`src/hdl/baro_sensor_temp_pressure_compensation_macros.svh`:
```
// Assertion macros shared by the barometric compensation RTL.
// Depends on nothing; included by the modules that carry assertions.
`ifndef BARO_SENSOR_TEMP_PRESSURE_COMPENSATION_MACROS_SVH
`define BARO_SENSOR_TEMP_PRESSURE_COMPENSATION_MACROS_SVH

// Implication checked on every clock edge outside reset.
`define BSC_ASSERT_IMPL(label, clk, rst_n, ante, cons, msg) \
  label: assert property (@(posedge clk) disable iff (!rst_n) (ante) |-> (cons)) \
    else $error(msg);

// Implication whose consequent is checked in the cycle after the antecedent.
`define BSC_ASSERT_NEXT(label, clk, rst_n, ante, cons, msg) \
  label: assert property (@(posedge clk) disable iff (!rst_n) (ante) |=> (cons)) \
    else $error(msg);

`endif

```
`src/hdl/bsc_pkg.sv`:
```
// Package for the barometric compensation block: widths, constants, shared types.
// Depends on nothing.
package bsc_pkg;

  localparam int RawW   = 20;
  localparam int TempW  = 32;
  localparam int PressW = 24;
  localparam int CfgIdxW = 2;
  localparam int CfgDataW = 64;
  localparam int QueueDepth = 2;

  localparam logic [CfgIdxW-1:0] RegTemp   = 2'd0;
  localparam logic [CfgIdxW-1:0] RegPLow   = 2'd1;
  localparam logic [CfgIdxW-1:0] RegPHigh  = 2'd2;
  localparam logic [CfgIdxW-1:0] RegPNine  = 2'd3;

  // Work item handed from the front (temperature) to the back (pressure).
  typedef struct packed {
    logic [RawW-1:0]  raw_pressure;
    logic [TempW-1:0] tfine;
    logic [TempW-1:0] temperature;
  } bsc_item_t;

  // Result item leaving the back part.
  typedef struct packed {
    logic             divisor_zero;
    logic [PressW-1:0] pressure;
    logic [TempW-1:0] temperature;
  } bsc_result_t;

  // Calibration words as one bundle.
  typedef struct packed {
    logic [47:0] temp_coeffs;
    logic [63:0] press_low;
    logic [63:0] press_high;
    logic [15:0] press_nine;
  } bsc_cal_t;

endpackage

```
`src/hdl/bsc_front.sv`:
```
// Front part: accepts raw readings and computes temperature and fine temperature.
// Depends on bsc_pkg.
module bsc_front
  import bsc_pkg::*;
(
  input  logic            clk_i,
  input  logic            rst_ni,
  input  logic [47:0]     temp_coeffs_i,
  input  logic            in_valid_i,
  output logic            in_ready_o,
  input  logic [RawW-1:0] raw_temperature_i,
  input  logic [RawW-1:0] raw_pressure_i,
  output logic            item_valid_o,
  input  logic            item_ready_i,
  output bsc_item_t       item_o
);

  // Stage valid flags and payloads of a three-stage pipeline.
  logic s1_q, s2_q, s3_q;
  logic adv1, adv2, adv3;
  logic [31:0] diff1_q, d_q, t2_q, t3_q;
  logic [RawW-1:0] rp1_q, rp2_q, rp3_q;
  logic [31:0] a_q, dd_q, t3b_q;
  logic [31:0] tfine_q, temp_q;

  logic [31:0] t1, t2, t3, adc_t, diff1, dval, prod_a, prod_dd, b_val, tf, tmul;

  assign adv3 = !s3_q || item_ready_i;
  assign adv2 = !s2_q || adv3;
  assign adv1 = !s1_q || adv2;
  assign in_ready_o = adv1;

  // Stage 1: coefficient extraction and differences.
  always_comb begin
    t1 = {16'd0, temp_coeffs_i[15:0]};
    t2 = {{16{temp_coeffs_i[31]}}, temp_coeffs_i[31:16]};
    t3 = {{16{temp_coeffs_i[47]}}, temp_coeffs_i[47:32]};
    adc_t = {12'd0, raw_temperature_i};
    diff1 = (adc_t >> 3) - (t1 << 1);
    dval = (adc_t >> 4) - t1;
  end

  // Stage 2: the two multiplications.
  always_comb begin
    prod_a = diff1_q * t2_q;
    prod_dd = d_q * d_q;
  end

  // Stage 3: remaining products and the final scale.
  always_comb begin
    b_val = $signed($signed(dd_q) * $signed(t3b_q)) >>> 14;
    tf = a_q + b_val;
    tmul = tf * 32'd5 + 32'd128;
  end

  always_ff @(posedge clk_i or negedge rst_ni) begin
    if (!rst_ni) begin
      s1_q <= 1'b0;
      s2_q <= 1'b0;
      s3_q <= 1'b0;
    end else begin
      if (adv1) s1_q <= in_valid_i;
      if (adv2) s2_q <= s1_q;
      if (adv3) s3_q <= s2_q;
    end
  end

  always_ff @(posedge clk_i) begin
    if (adv1 && in_valid_i) begin
      diff1_q <= diff1;
      d_q <= dval;
      t2_q <= t2;
      t3_q <= t3;
      rp1_q <= raw_pressure_i;
    end
    if (adv2 && s1_q) begin
      a_q <= 32'($signed(prod_a) >>> 11);
      dd_q <= 32'($signed(prod_dd) >>> 12);
      t3b_q <= t3_q;
      rp2_q <= rp1_q;
    end
    if (adv3 && s2_q) begin
      tfine_q <= tf;
      temp_q <= 32'($signed(tmul) >>> 8);
      rp3_q <= rp2_q;
    end
  end

  assign item_valid_o = s3_q;
  assign item_o = '{raw_pressure: rp3_q, tfine: tfine_q, temperature: temp_q};

endmodule

```
`config.mk`:
```
export PLATFORM = sky130hd
export DESIGN_NAME = bsc_front
export DESIGN_NICKNAME = d
export VERILOG_FILES = /design/src/hdl/baro_sensor_temp_pressure_compensation_macros.svh /design/src/hdl/bsc_pkg.sv /design/src/hdl/bsc_front.sv
export SDC_FILE = /design/constraint.sdc
export NUM_CORES = 2
export LEC_CHECK = 0
export BUFFER_PORTS_ARGS = -buffer_cell sky130_fd_sc_hd__buf_4
export CAP_MARGIN = 20
export CORE_MARGIN = 2
export CORE_UTILIZATION = 55
export DETAILED_ROUTE_END_ITERATION = 8
export HOLD_SLACK_MARGIN = 0.12
export PLACE_DENSITY = 0.78
export SYNTH_ARGS = -nofsm -noshare
export SYNTH_HDL_FRONTEND = slang
export SYNTH_SLANG_ARGS = --single-unit
export TNS_END_PERCENT = 30
```
`constraint.sdc`:
```
create_clock -name clk_i -period 13.1 [get_ports clk_i]
set_input_delay 2.62 -clock clk_i [delete_from_list [all_inputs] [get_ports clk_i]]
set_output_delay 2.62 -clock clk_i [all_outputs]
set_load 0.02 [all_outputs]
```
==> flow_summary.yaml <==
setup_path:
  critical_path.endpoint: "temp_q[16]$_DFFE_PP_"
  ff2ff_setup_slack_ns: 1.87
  critPathMostFrequentCell: "fa_1"
  critPathLaunchType: "flop"
  critPathSlowestCell: "edfxtp_1"
  crit_fanout: 19
  endpoint_kind: "flop"
  crit_required_ns: 13.39
  timing.rr.end: "temp_q[16]$_DFFE_PP_"
  crit_start: "t3b_q[1]$_DFFE_PP_"
  cp.arrival_ns: 11.52
  reg2reg_depth: 37
  cpPeakStageDelay_ns: 0.91
  criticalPathCategory: "reg -> reg"
  reg2reg_from: "t3b_q[1]$_DFFE_PP_"
timing:
  worst_pin_slew_ns: 1.06
  fin_worst_skew_ns: 0.0262
  timing.final.hold_violations: 0
  slew_viol_final: 0
  setup_viol: 0
  fmax_mhz: 89.1
  slew_headroom: 0.291
  setup_tns_ns: 0
  fin_crit_ns: 11.23
  setup_slack_ns: 1.87
  rsz0062_at_grt: "no"
  period_share: 0.857
die:
  die_y_um: 275
  core-area_mm2: 0.0730
  dieArea_mm2: 0.0759
  initial_core_util: 0.555
  die_x_um: 275
  rows: 99
  pin_count: 178
synthesis:
  synth-xor-area-share: 0.0359
  netlist_area_mm2: 0.0405
  avgSynthCellArea_um2: 10.2
  ys_ff_latch: 211
  synth_simple_gate_area_share: 0.110
  yosys_warnings: 0
  synth_cell_types: 61
  ys_seq_area_frac: 0.156
  syn_inst: 3982
  synth_edf_count: 208
  synth_compound_gate_area_share: 0.0349
  synth_ff_type: "edfxtp_1"
  synth_top_family_by_area: "adder cells"
  synth_mux_area_frac: 0
  synthAdderAreaFrac: 0.549
  syn_nets: 5325
  async_reset_ff_frac: 0.0142
status:
  outcome: "complete, no violations"
routing:
  postRouteAntennaNets: 0
  wire_per_inst_um: 17.3
  route.detailed.drc: 0
  vias: 26376
  drtIter0Drc: 1467
  drtPass1Iterations: 5
  drt_wl_total_mm: 87.2
  viasPerCell: 5.23
grt:
  grt_usage: 0.247
  grt_max_degree: 74
  grt_pass1_vias: 29690
  grt_overflow: 0
  antenna_found_initial: 2
  grt_pass1_wl_mm: 148
clock_tree:
  clockRootBuffer: "clkbuf_16"
  cts_resized: 0
  cts_setup_buffers: 0
  cts_hold_buf: 0
  cts.sink_count: 211
  cts_tree: "yes"
  cts_buffers: 26
  cts_max_level: 1
  clk_latency_ns: 0.58
  clockBufferDepth: 3
  clkTransAtPathRegs_ns: 0.06
placed_design:
  dp_slack_ns: 1.89
  dpl.hpwl_mm: 70.1
  placed_cells: 4991
  port_buffers: 174
  place_congestion: 0.904
final_layout:
  fin_cells: 5039
  multiInputGateArea_mm2: 0.0296
  antenna_cells: 0
  fill_cells: 5970
  area_growth_syn_to_layout_pct: 7.08
  fin_util: 0.595
  nets: 5403
  drive_gt1_frac: 0.0632
  regArea_mm2: 0.00632
worst_hold_path:
  hp-class: "reg -> reg"
run:
  max-cap-violations: 0
-- area by class of cell --
cell class | count | share of cell area
clock buffers | 30 | 0.0153
repair buffers | 199 | 0.0344
clock inverters | 18 | 0.00352
multi-input cells | 2562 | 0.682
inverters | 1060 | 0.0917
well taps | 959 | 0.0277
flip-flops and latches | 211 | 0.146
-- through the flow --
stage	hold WS, ns	cell area, um^2
after floorplan	0.400	40500
after global placement	0.401	42600
after detailed placement	0.405	42600
after CTS	0.418	43400
after global routing	0.423	43400
final	0.417	43400
-- how the worst min path moves through the flow --
| stage | startpoint | endpoint | slack, ns | depth (start not counted) |
|---|---|---|---|---|
| finish | rp2_q[17]$_DFFE_PP_ | rp3_q[17]$_DFFE_PP_ | 0.42 | 0 |
| global route | rp1_q[6]$_DFFE_PP_ | rp2_q[6]$_DFFE_PP_ | 0.42 | 0 |
| CTS | rp2_q[17]$_DFFE_PP_ | rp3_q[17]$_DFFE_PP_ | 0.42 | 0 |
| detailed placement | rp2_q[11]$_DFFE_PP_ | rp3_q[11]$_DFFE_PP_ | 0.40 | 0 |
| global placement | rp2_q[9]$_DFFE_PP_ | rp3_q[9]$_DFFE_PP_ | 0.40 | 0 |
| floorplan | rp1_q[0]$_DFFE_PP_ | rp2_q[0]$_DFFE_PP_ | 0.40 | 0 |
-- sequential cells by signal (all words and copies together) (netlist names) --
signal        cells
a_q              21
dd_q             20
diff1_q          18
item_valid_o      1
rp1_q            20
rp2_q            20
rp3_q            20
s1_q              1
s2_q              1
t2_q             16
t3_q             16
t3b_q            16
temp_q           19
tfine_q          22
-- worst max-delay path: cells and delay by family, from the launching register on --
| kind | cells | cell delay [ns] |
|---|---|---|
| adder cells (fa/ha/maj) | 11 | 4.57 |
| AND/OR/NAND/NOR | 4 | 0.64 |
| buffers and inverters | 1 | 0.05 |
| AO/OA/AOI/OAI | 18 | 4.12 |
| flip-flops | 1 | 0.91 |
| XOR/XNOR | 3 | 0.65 |
-- layout by cell type (no fill, tap or decap), types with 6 or more instances in the layout --
cell,count
inv_1,1060
fa_1,876
nand2_1,448
ha_1,375
and2_1,287
edfxtp_1,208
buf_4,199
xnor2_1,123
nor2_1,90
a21oi_1,64
xor2_1,43
nand2b_1,30
o21ai_0,26
clkbuf_16,26
a21o_1,23
nor2b_1,23
o21a_1,20
nor3_1,20
nand3_1,13
o211ai_1,10
and3_1,7
o21bai_1,6
-- cell families after synthesis --
kind of cell,after synthesis
flops,211
buf+inv,1209
simple gates,936
compound gates,208
fa+ha+maj,1251
xor+xnor,166
other cells,1
-- cells in the mapped netlist, drive strengths merged (2+ instances only) --
master   instances  area (um^2)
a21oi           64          320
nand2b          30          188
dfrtp            3         75.1
a41o             4         40.0
and3             7         43.8
and4             2         17.5
buf             27          190
fa             876        17500
inv           1060         3980
a221o            3         30.0
nor2b           23          144
nand3           13         65.1
ha             375         4690
o21bai           6         45.0
a21boi           3         22.5
nand2          448         1680
o21a            20          150
or2              4         25.0
a21o            23          173
edfxtp         208         6250
o31ai            5         37.5
o21ai           30          154
and2           290         1810
or3              4         25.0
nor2            90          338
a211o            2         17.5
a31oi            6         52.6
nor4             2         12.5
a31o             5         43.8
o31a             4         35.0
nand4            2         12.5
xor2            43          377
a211oi           5         37.5
clkbuf         122          458
nor3            20          100
o211ai          10         75.1
xnor2          123         1080
a2111oi          3         27.5
-- metal layers --
metal,global-route usage,vias up,part of all wire
met2,0.446,747,0.52
met5,0,-,0
met1,0.311,13563,0.39
li1,-,11882,-
met3,0.0309,184,0.055
met4,0.0710,0,0.032
Power is left out: the tool's default activity adds up to more than one toggle a clock period on the data nets, which glitch-free logic cannot reach.
