--- src/hdl/baro_sensor_temp_pressure_compensation_macros.svh ---
// Assertion macros shared by the barometric compensation RTL.
// Depends on nothing; included by the modules that carry assertions.
`ifndef BARO_SENSOR_TEMP_PRESSURE_COMPENSATION_MACROS_SVH
`define BARO_SENSOR_TEMP_PRESSURE_COMPENSATION_MACROS_SVH

// Implication checked on every clock edge outside reset.
`define BSC_ASSERT_IMPL(label, clk, rst_n, ante, cons, msg) \
  label: assert property (@(posedge clk) disable iff (!rst_n) (ante) |-> (cons)) \
    else $error(msg);

// Implication whose consequent is checked in the cycle after the antecedent.
`define BSC_ASSERT_NEXT(label, clk, rst_n, ante, cons, msg) \
  label: assert property (@(posedge clk) disable iff (!rst_n) (ante) |=> (cons)) \
    else $error(msg);

`endif

--- src/hdl/bsc_pkg.sv ---
// Package for the barometric compensation block: widths, constants, shared types.
// Depends on nothing.
package bsc_pkg;

  localparam int RawW   = 20;
  localparam int TempW  = 32;
  localparam int PressW = 24;
  localparam int CfgIdxW = 2;
  localparam int CfgDataW = 64;
  localparam int QueueDepth = 2;

  localparam logic [CfgIdxW-1:0] RegTemp   = 2'd0;
  localparam logic [CfgIdxW-1:0] RegPLow   = 2'd1;
  localparam logic [CfgIdxW-1:0] RegPHigh  = 2'd2;
  localparam logic [CfgIdxW-1:0] RegPNine  = 2'd3;

  // Work item handed from the front (temperature) to the back (pressure).
  typedef struct packed {
    logic [RawW-1:0]  raw_pressure;
    logic [TempW-1:0] tfine;
    logic [TempW-1:0] temperature;
  } bsc_item_t;

  // Result item leaving the back part.
  typedef struct packed {
    logic             divisor_zero;
    logic [PressW-1:0] pressure;
    logic [TempW-1:0] temperature;
  } bsc_result_t;

  // Calibration words as one bundle.
  typedef struct packed {
    logic [47:0] temp_coeffs;
    logic [63:0] press_low;
    logic [63:0] press_high;
    logic [15:0] press_nine;
  } bsc_cal_t;

endpackage

--- src/hdl/bsc_queue.sv ---
// Short queue between the front and back parts.
// Depends on bsc_pkg.
module bsc_queue
  import bsc_pkg::*;
#(
  parameter int Depth = QueueDepth
) (
  input  logic      clk_i,
  input  logic      rst_ni,
  input  logic      wr_valid_i,
  output logic      wr_ready_o,
  input  bsc_item_t wr_data_i,
  output logic      rd_valid_o,
  input  logic      rd_ready_i,
  output bsc_item_t rd_data_o
);
  localparam int PtrW = (Depth > 1) ? $clog2(Depth) : 1;

  bsc_item_t mem_q [Depth];
  logic [PtrW-1:0] wp_q, rp_q;
  logic [PtrW:0] cnt_q;
  logic wr_en, rd_en;

  assign wr_ready_o = cnt_q != (PtrW+1)'(Depth);
  assign rd_valid_o = cnt_q != '0;
  assign wr_en = wr_valid_i && wr_ready_o;
  assign rd_en = rd_valid_o && rd_ready_i;
  assign rd_data_o = mem_q[rp_q];

  // Pointer and fill count update.
  always_ff @(posedge clk_i or negedge rst_ni) begin
    if (!rst_ni) begin
      wp_q <= '0;
      rp_q <= '0;
      cnt_q <= '0;
    end else begin
      if (wr_en) wp_q <= (wp_q == PtrW'(Depth-1)) ? '0 : wp_q + 1'b1;
      if (rd_en) rp_q <= (rp_q == PtrW'(Depth-1)) ? '0 : rp_q + 1'b1;
      cnt_q <= cnt_q + (PtrW+1)'(wr_en) - (PtrW+1)'(rd_en);
    end
  end

  always_ff @(posedge clk_i) begin
    if (wr_en) mem_q[wp_q] <= wr_data_i;
  end

endmodule

--- config.mk ---
export PLATFORM = sky130hd
export DESIGN_NAME = bsc_queue
export DESIGN_NICKNAME = d
export VERILOG_FILES = /design/src/hdl/baro_sensor_temp_pressure_compensation_macros.svh /design/src/hdl/bsc_pkg.sv /design/src/hdl/bsc_queue.sv
export SDC_FILE = /design/constraint.sdc
export NUM_CORES = 1
export LEC_CHECK = 0
export ABC_AREA = 1
export BUFFER_PORTS_ARGS = -buffer_cell sky130_fd_sc_hd__buf_2
export CORE_UTILIZATION = 25
export DETAILED_ROUTE_END_ITERATION = 16
export PLACE_DENSITY = 0.54
export SETUP_SLACK_MARGIN = 0.4
export SYNTH_ARGS = -nofsm -noshare
export SYNTH_HDL_FRONTEND = slang
export SYNTH_SLANG_ARGS = --single-unit
--- constraint.sdc ---
create_clock -name clk_i -period 6.8 [get_ports clk_i]
set_clock_uncertainty 0.05 [all_clocks]
set_input_delay 1.7 -clock clk_i [delete_from_list [all_inputs] [get_ports clk_i]]
set_output_delay 1.7 -clock clk_i [all_outputs]
set_load 0.01 [all_outputs]
==> results of run 1 <==
## registers in the layout, indices dropped and copies added, names as in the netlist
signal	cells
cnt_q	2
mem_q	168
rp_q	1
wp_q	1
## logic make-up after synthesis
group	after synthesis	share of synthesized area [%]
xor+xnor	1	0.1389
buf+inv	26	1.963
flops	172	81.56
simple gates	268	15.99
compound gates	2	0.1585
fa+ha+maj	1	0.1983
## worst max-delay path: stages, from the launching register on
cell and delay, ps:
dfrtp_4 470, inv_2 130, buf_4 710, nand2_1 110
nand2_1 140, buf_2 150
## through the flow
step,cells,worst slack [ps],utilization (%),hold slack [ps]
2_1_floorplan,470,890.3,-,434.6
3_3_place_gp,953,3056,30.81,492.9
3_5_place_dp,953,3090,30.81,512.4
4_1_cts,984,2777,33.14,526.9
5_1_grt,985,2677,33.15,547.4
6_report,986,2872,33.17,525.1
## layer usage
| metal | wire length [µm] | part of all wire [%] | track usage (%) | vias to the layer above |
|---|---|---|---|---|
| met4 | 126 | 0.95 | 3.602 | 2 |
| met3 | 673 | 5.1 | 3.409 | 7 |
| li1 | - | - | - | 1938 |
| met1 | 5439 | 41 | 11.57 | 1781 |
| met5 | 8 | 0.060 | 0 | - |
| met2 | 7028 | 53 | 18.99 | 87 |
## placed cells by master (no fill, tap or decap)
cell,count
clkinvlp_4,4
diode_2,2
clkbuf_16,17
edfxtp_1,168
inv_2,1
clkinv_2,1
o21ai_0,1
inv_6,5
dfrtp_4,1
buf_2,173
inv_1,7
buf_12,2
xor2_1,1
nor2_1,3
nor2_4,2
ha_1,1
bufinv_16,2
a21oi_1,1
buf_4,2
nand2_1,261
dfrtp_1,3
clkbuf_1,2
nand3_1,2
## power breakdown
part | internal [mW] | switching (mW)
Sequential | 1.45 | 0.0528
Clock | 0.545 | 0.400
Combinational | 0.357 | 0.752
Total | 2.35 | 1.20
## path summary, 6_finish.rpt
path	end	slack (ps)	depth (start not counted)
worst max-delay path	rd_data_o[72]	2870	5
worst min-delay path	cnt_q[0]	530	1
worst max register to register	mem_q[1][64]	4380	4
worst min register to register	cnt_q[0]	530	1
max in group asynchronous	rp_q	5510	1
min in group asynchronous	cnt_q[1]	1050	1
## area by class of cell
class                      instances  area, µm²  share of cell area (%)
inverter                           8      30.03                  0.3691
multi-input combinational        272       1055                   12.96
timing repair buffer             177      920.9                   11.32
clock inverter                    12      138.9                   1.707
antenna                            2      5.005                 0.06151
tap                              324      405.4                   4.982
sequential                       172       5149                   63.28
clock buffer                      19      432.9                   5.321
==> results_dict.tcl, run 1 <==
set metrics [dict create \
    status "complete, no violations" \
    gp_congestion 0.6962 \
    cts_made_buffers 17 \
    final-setup-viol-count 0 \
    slew_violations 0 \
    hold_path.class "flop to flop" \
    grt_pass1_vias 3848 \
    firstDrtPassIters 4 \
    fmax_ghz 0.2546 \
    dp_hpwl_um 8003 \
    arrival_ps 2180 \
    grt_usage_pct 10.53 \
    synth_common_cells "261 x nand2_1, 168 x edfxtp_1, 15 x buf_2" \
    synth_area_um2 6309 \
    ys_types 14 \
    clock-sinks 172 \
    critPathKind "flop to primary output" \
    dieArea_um2 25870 \
    r2r_start "cnt_q[1]" \
    relSlewSlack_pct 26.90 \
    syn_inst 470 \
    synth_largest_area_cell "edfxtp_1" \
    layout_worst_path_cycle_share_pct 57.77 \
    critPathCaptureType "primary output" \
    die_w_um 160.9 \
    yosysMostFrequentCell "nand2_1" \
    synth_fp_nets 559 \
    wirelength_um 13280 \
    core_um2 24530 \
    ys.warnings.count 0 \
    post_cts_buffers 0 \
    post_drt_wl_per_cell_um 13.46 \
    clk_path_buf_depth 2 \
    postSynthAreaPerCell_um2 13.42 \
    viasPerCell 3.869 \
    synthFlopType "edfxtp_1" \
    cts_tree "done" \
    cap_violations 0 \
    ys_seq_area_share_pct 81.55 \
    hold_buffers 0 \
    grt_pass1_wl_um 20390 \
    htree_levels 4 \
    power.leakage_nw 3.429 \
    postLayoutCellArea_um2 8137 \
    fin_crit_ps 3928 \
    finalSetupTns_ps 0 \
    dr.first_iter.drc_count 143 \
    hold_viol 0 \
    start_util_pct 25.71 \
    fp-row-count 57 \
    p_total_mw 3.554 \
    cts-resized-gates 0 \
    grt_max_degree 85 \
    critPathLaunchType "flop" \
    io_pins 174 \
    antenna_found_initial 2 \
    worstHoldStart "cnt_q[0]" \
    cts_root_buf "clkbuf_16" \
    drc_errors 0 \
    rsz0062_at_grt "false" \
    synth_edf_count 168 \
    drive_gt1_share_pct 31.82 \
    ys_seq_elements 172 \
    critPathMaxFanout 78 \
    netlist_top_cells_area "edfxtp_1 80%, nand2_1 16%, dfrtp_1 1.6%" \
    clkTransAtPathRegs_ps 60 \
    postRouteAntennaNets 0 \
    power_density_nw_per_um2 436.8 \
    dr_total_vias 3815 \
    io_buffer_count 173 \
    cp.required_ps 5050 \
    fillers 2467 \
    clk_latency_ps 400 \
    synth.top_cell.area_share_pct 79.97 \
    tightestPinTransition_ps 1094 \
    cp-startpoint "rp_q" \
    async_flop_share_pct 2.326 \
    place_area_um2 7560 \
    ir_worst_vdd_mv 0.1721 \
    overflow 0 \
    die_h_um 160.9 \
    area_growth_pct 28.98 \
    num-nets-final 737 \
]
Note: power is estimated with default switching activity, not from simulation.
==> run 2: changes to the inputs <==
--- a/config.mk
+++ b/config.mk
@@ -9,7 +9,7 @@
 export BUFFER_PORTS_ARGS = -buffer_cell sky130_fd_sc_hd__buf_2
 export CORE_UTILIZATION = 25
 export DETAILED_ROUTE_END_ITERATION = 16
-export PLACE_DENSITY = 0.54
+export PLACE_DENSITY = 0.56
 export SETUP_SLACK_MARGIN = 0.4
 export SYNTH_ARGS = -nofsm -noshare
 export SYNTH_HDL_FRONTEND = slang
==> constraint.sdc (replaced) <==
create_clock -name clk_i -period 3.17 [get_ports clk_i]
set_clock_uncertainty 0.05 [all_clocks]
set_input_delay 0.7925 -clock clk_i [delete_from_list [all_inputs] [get_ports clk_i]]
set_output_delay 0.7925 -clock clk_i [all_outputs]
set_load 0.01 [all_outputs]
==> results_dict.tcl, run 2 (synthesized netlist as in run 1, its figures left out) <==
set metrics [dict create \
    fp-row-count 57 \
    antenna_found_initial 2 \
    die_h_um 160.9 \
    cts_root_buf "clkbuf_16" \
    grt_pass1_vias 3745 \
    postRouteAntennaNets 0 \
    layout_worst_path_cycle_share_pct 82.60 \
    drc_errors 0 \
    dr.first_iter.drc_count 261 \
    critPathCaptureType "primary output" \
    die_w_um 160.9 \
    clk_latency_ps 410 \
    regMostFlops "mem_q" \
    relSlewSlack_pct 59.17 \
    critPathLaunchType "flop" \
    io_buffer_count 173 \
    met1_length_um 5104 \
    gp_congestion 0.6756 \
    critPathMaxFanout 84 \
    routed-wl-met2_um 6843 \
    firstDrtPassIters 4 \
    rsz0062_at_grt "false" \
    post_drt_wl_per_cell_um 13.18 \
    viasPerCell 3.915 \
    final_util_pct 33.49 \
    clock-sinks 172 \
    grt_usage_pct 10.38 \
    fin_crit_ps 2618 \
    multi_input_area_um2 1055 \
    top_regs "mem_q: 168 flops, cnt_q: 2 flops" \
    largest_register_ff_count 168 \
    reg2reg_depth 4 \
    routed.top_layer "met4" \
    hold_viol 0 \
    core_um2 24530 \
    wirelength_um 13070 \
    dieArea_um2 25870 \
    seq_area_um2 5149 \
    start_util_pct 25.71 \
    slew_violations 0 \
    fillers 2414 \
    clk_path_buf_depth 2 \
    htree_levels 4 \
    cts_tree "done" \
    io_pins 174 \
    num-nets-final 741 \
    wl_met3_um 815 \
    arrival_ps 1780 \
    grt_pass1_wl_um 19930 \
    area_growth_pct 30.23 \
    power_density_nw_per_um2 941.3 \
    layout_commonest_cell "nand2_1" \
    ir_worst_vdd_mv 0.5160 \
    post_cts_buffers 0 \
    dr_total_vias 3880 \
    tightestPinTransition_ps 612.5 \
    grt_max_degree 85 \
    fmax_ghz 0.3819 \
    cap_violations 0 \
    overflow 0 \
    power.leakage_nw 3.472 \
    dp_hpwl_um 8211 \
    final-setup-viol-count 0 \
    hold_path.class "input pin to async pin" \
    critPathKind "flop to primary output" \
    clkTransAtPathRegs_ps 60 \
    layout_common_cells "261 x nand2_1, 173 x buf_2, 168 x edfxtp_1, 17 x clkbuf_16, 7 x inv_1" \
    drive_gt1_share_pct 32.18 \
    cts_made_buffers 17 \
    p_total_mw 7.733 \
    status "complete, no violations" \
    cp.required_ps 2330 \
]
-- run 2: changes by cell type in the layout (fill, tap and decap cells not counted), sizes merged --
cell | before | now
inv | 13 | 10
clkinv | 1 | 7
bufinv | 2 | 3
clkinvlp | 4 | 3
buf | 177 | 180
clkbuf | 19 | 18
-- run 2: routing by layer --
layer / global-route usage (%) / up-vias
li1: - / 1950
met1: 11.33 / 1800
met2: 17.95 / 110
met3: 3.719 / 20
met4: 4.803 / 0
met5: 0 / -
-- run 2: repair_timing --
action                                 4_1_cts  5_1_grt
endpoints found under the hold margin        0        0
hold buffers                                 0        0
setup endpoints to repair                   84        6
gates resized for setup                      2        1
-- run 2: worst paths after layout --
path                       slack (ps)             to          start
max                               550  rd_data_o[40]           rp_q
min                               130           rp_q         rst_ni
max reg2reg                      1490   mem_q[0][74]       cnt_q[1]
min reg2reg                       510       cnt_q[0]       cnt_q[0]
max in group asynchronous        2800           rp_q         rst_ni
min in group clk_i                510   mem_q[0][75]  wr_data_i[75]
-- run 2: area by class of cell --
class | count | share of cell area, %
antenna | 2 | 0.06092
clock buffer | 17 | 5.178
clock inverter | 15 | 2.087
inverter | 8 | 0.4264
multi-input combinational | 272 | 12.84
sequential | 172 | 62.67
tap | 324 | 4.935
timing repair buffer | 181 | 11.80
-- run 2: per-stage QoR --
stage	cells	instance area, µm²	worst slack [ps]	setup TNS (ps)	hold WS [ps]
6_report	991	8215	551.7	0	126.5
5_1_grt	990	8213	410.5	0	101.6
4_1_cts	989	8208	483.6	0	103.5
3_5_place_dp	957	7604	691.4	0	491.5
3_3_place_gp	957	7604	706.7	0	488.9
2_1_floorplan	470	6314	-422.9	-69750	446.9
-- run 2: power breakdown --
part           leakage (nW)  switching [mW]  internal, mW  total [mW]
Sequential             1.61           0.121          3.10        3.22
Combinational          1.58            1.61         0.803        2.41
Clock                 0.284           0.860          1.24        2.10
Total                  3.47            2.59          5.15        7.73
-- run 2: critical path, stage by stage, from the launching register on --
cell      delay, ps
dfrtp_4         430
clkbuf_8        470
nand2_1         110
nand2_1         120
buf_2           130
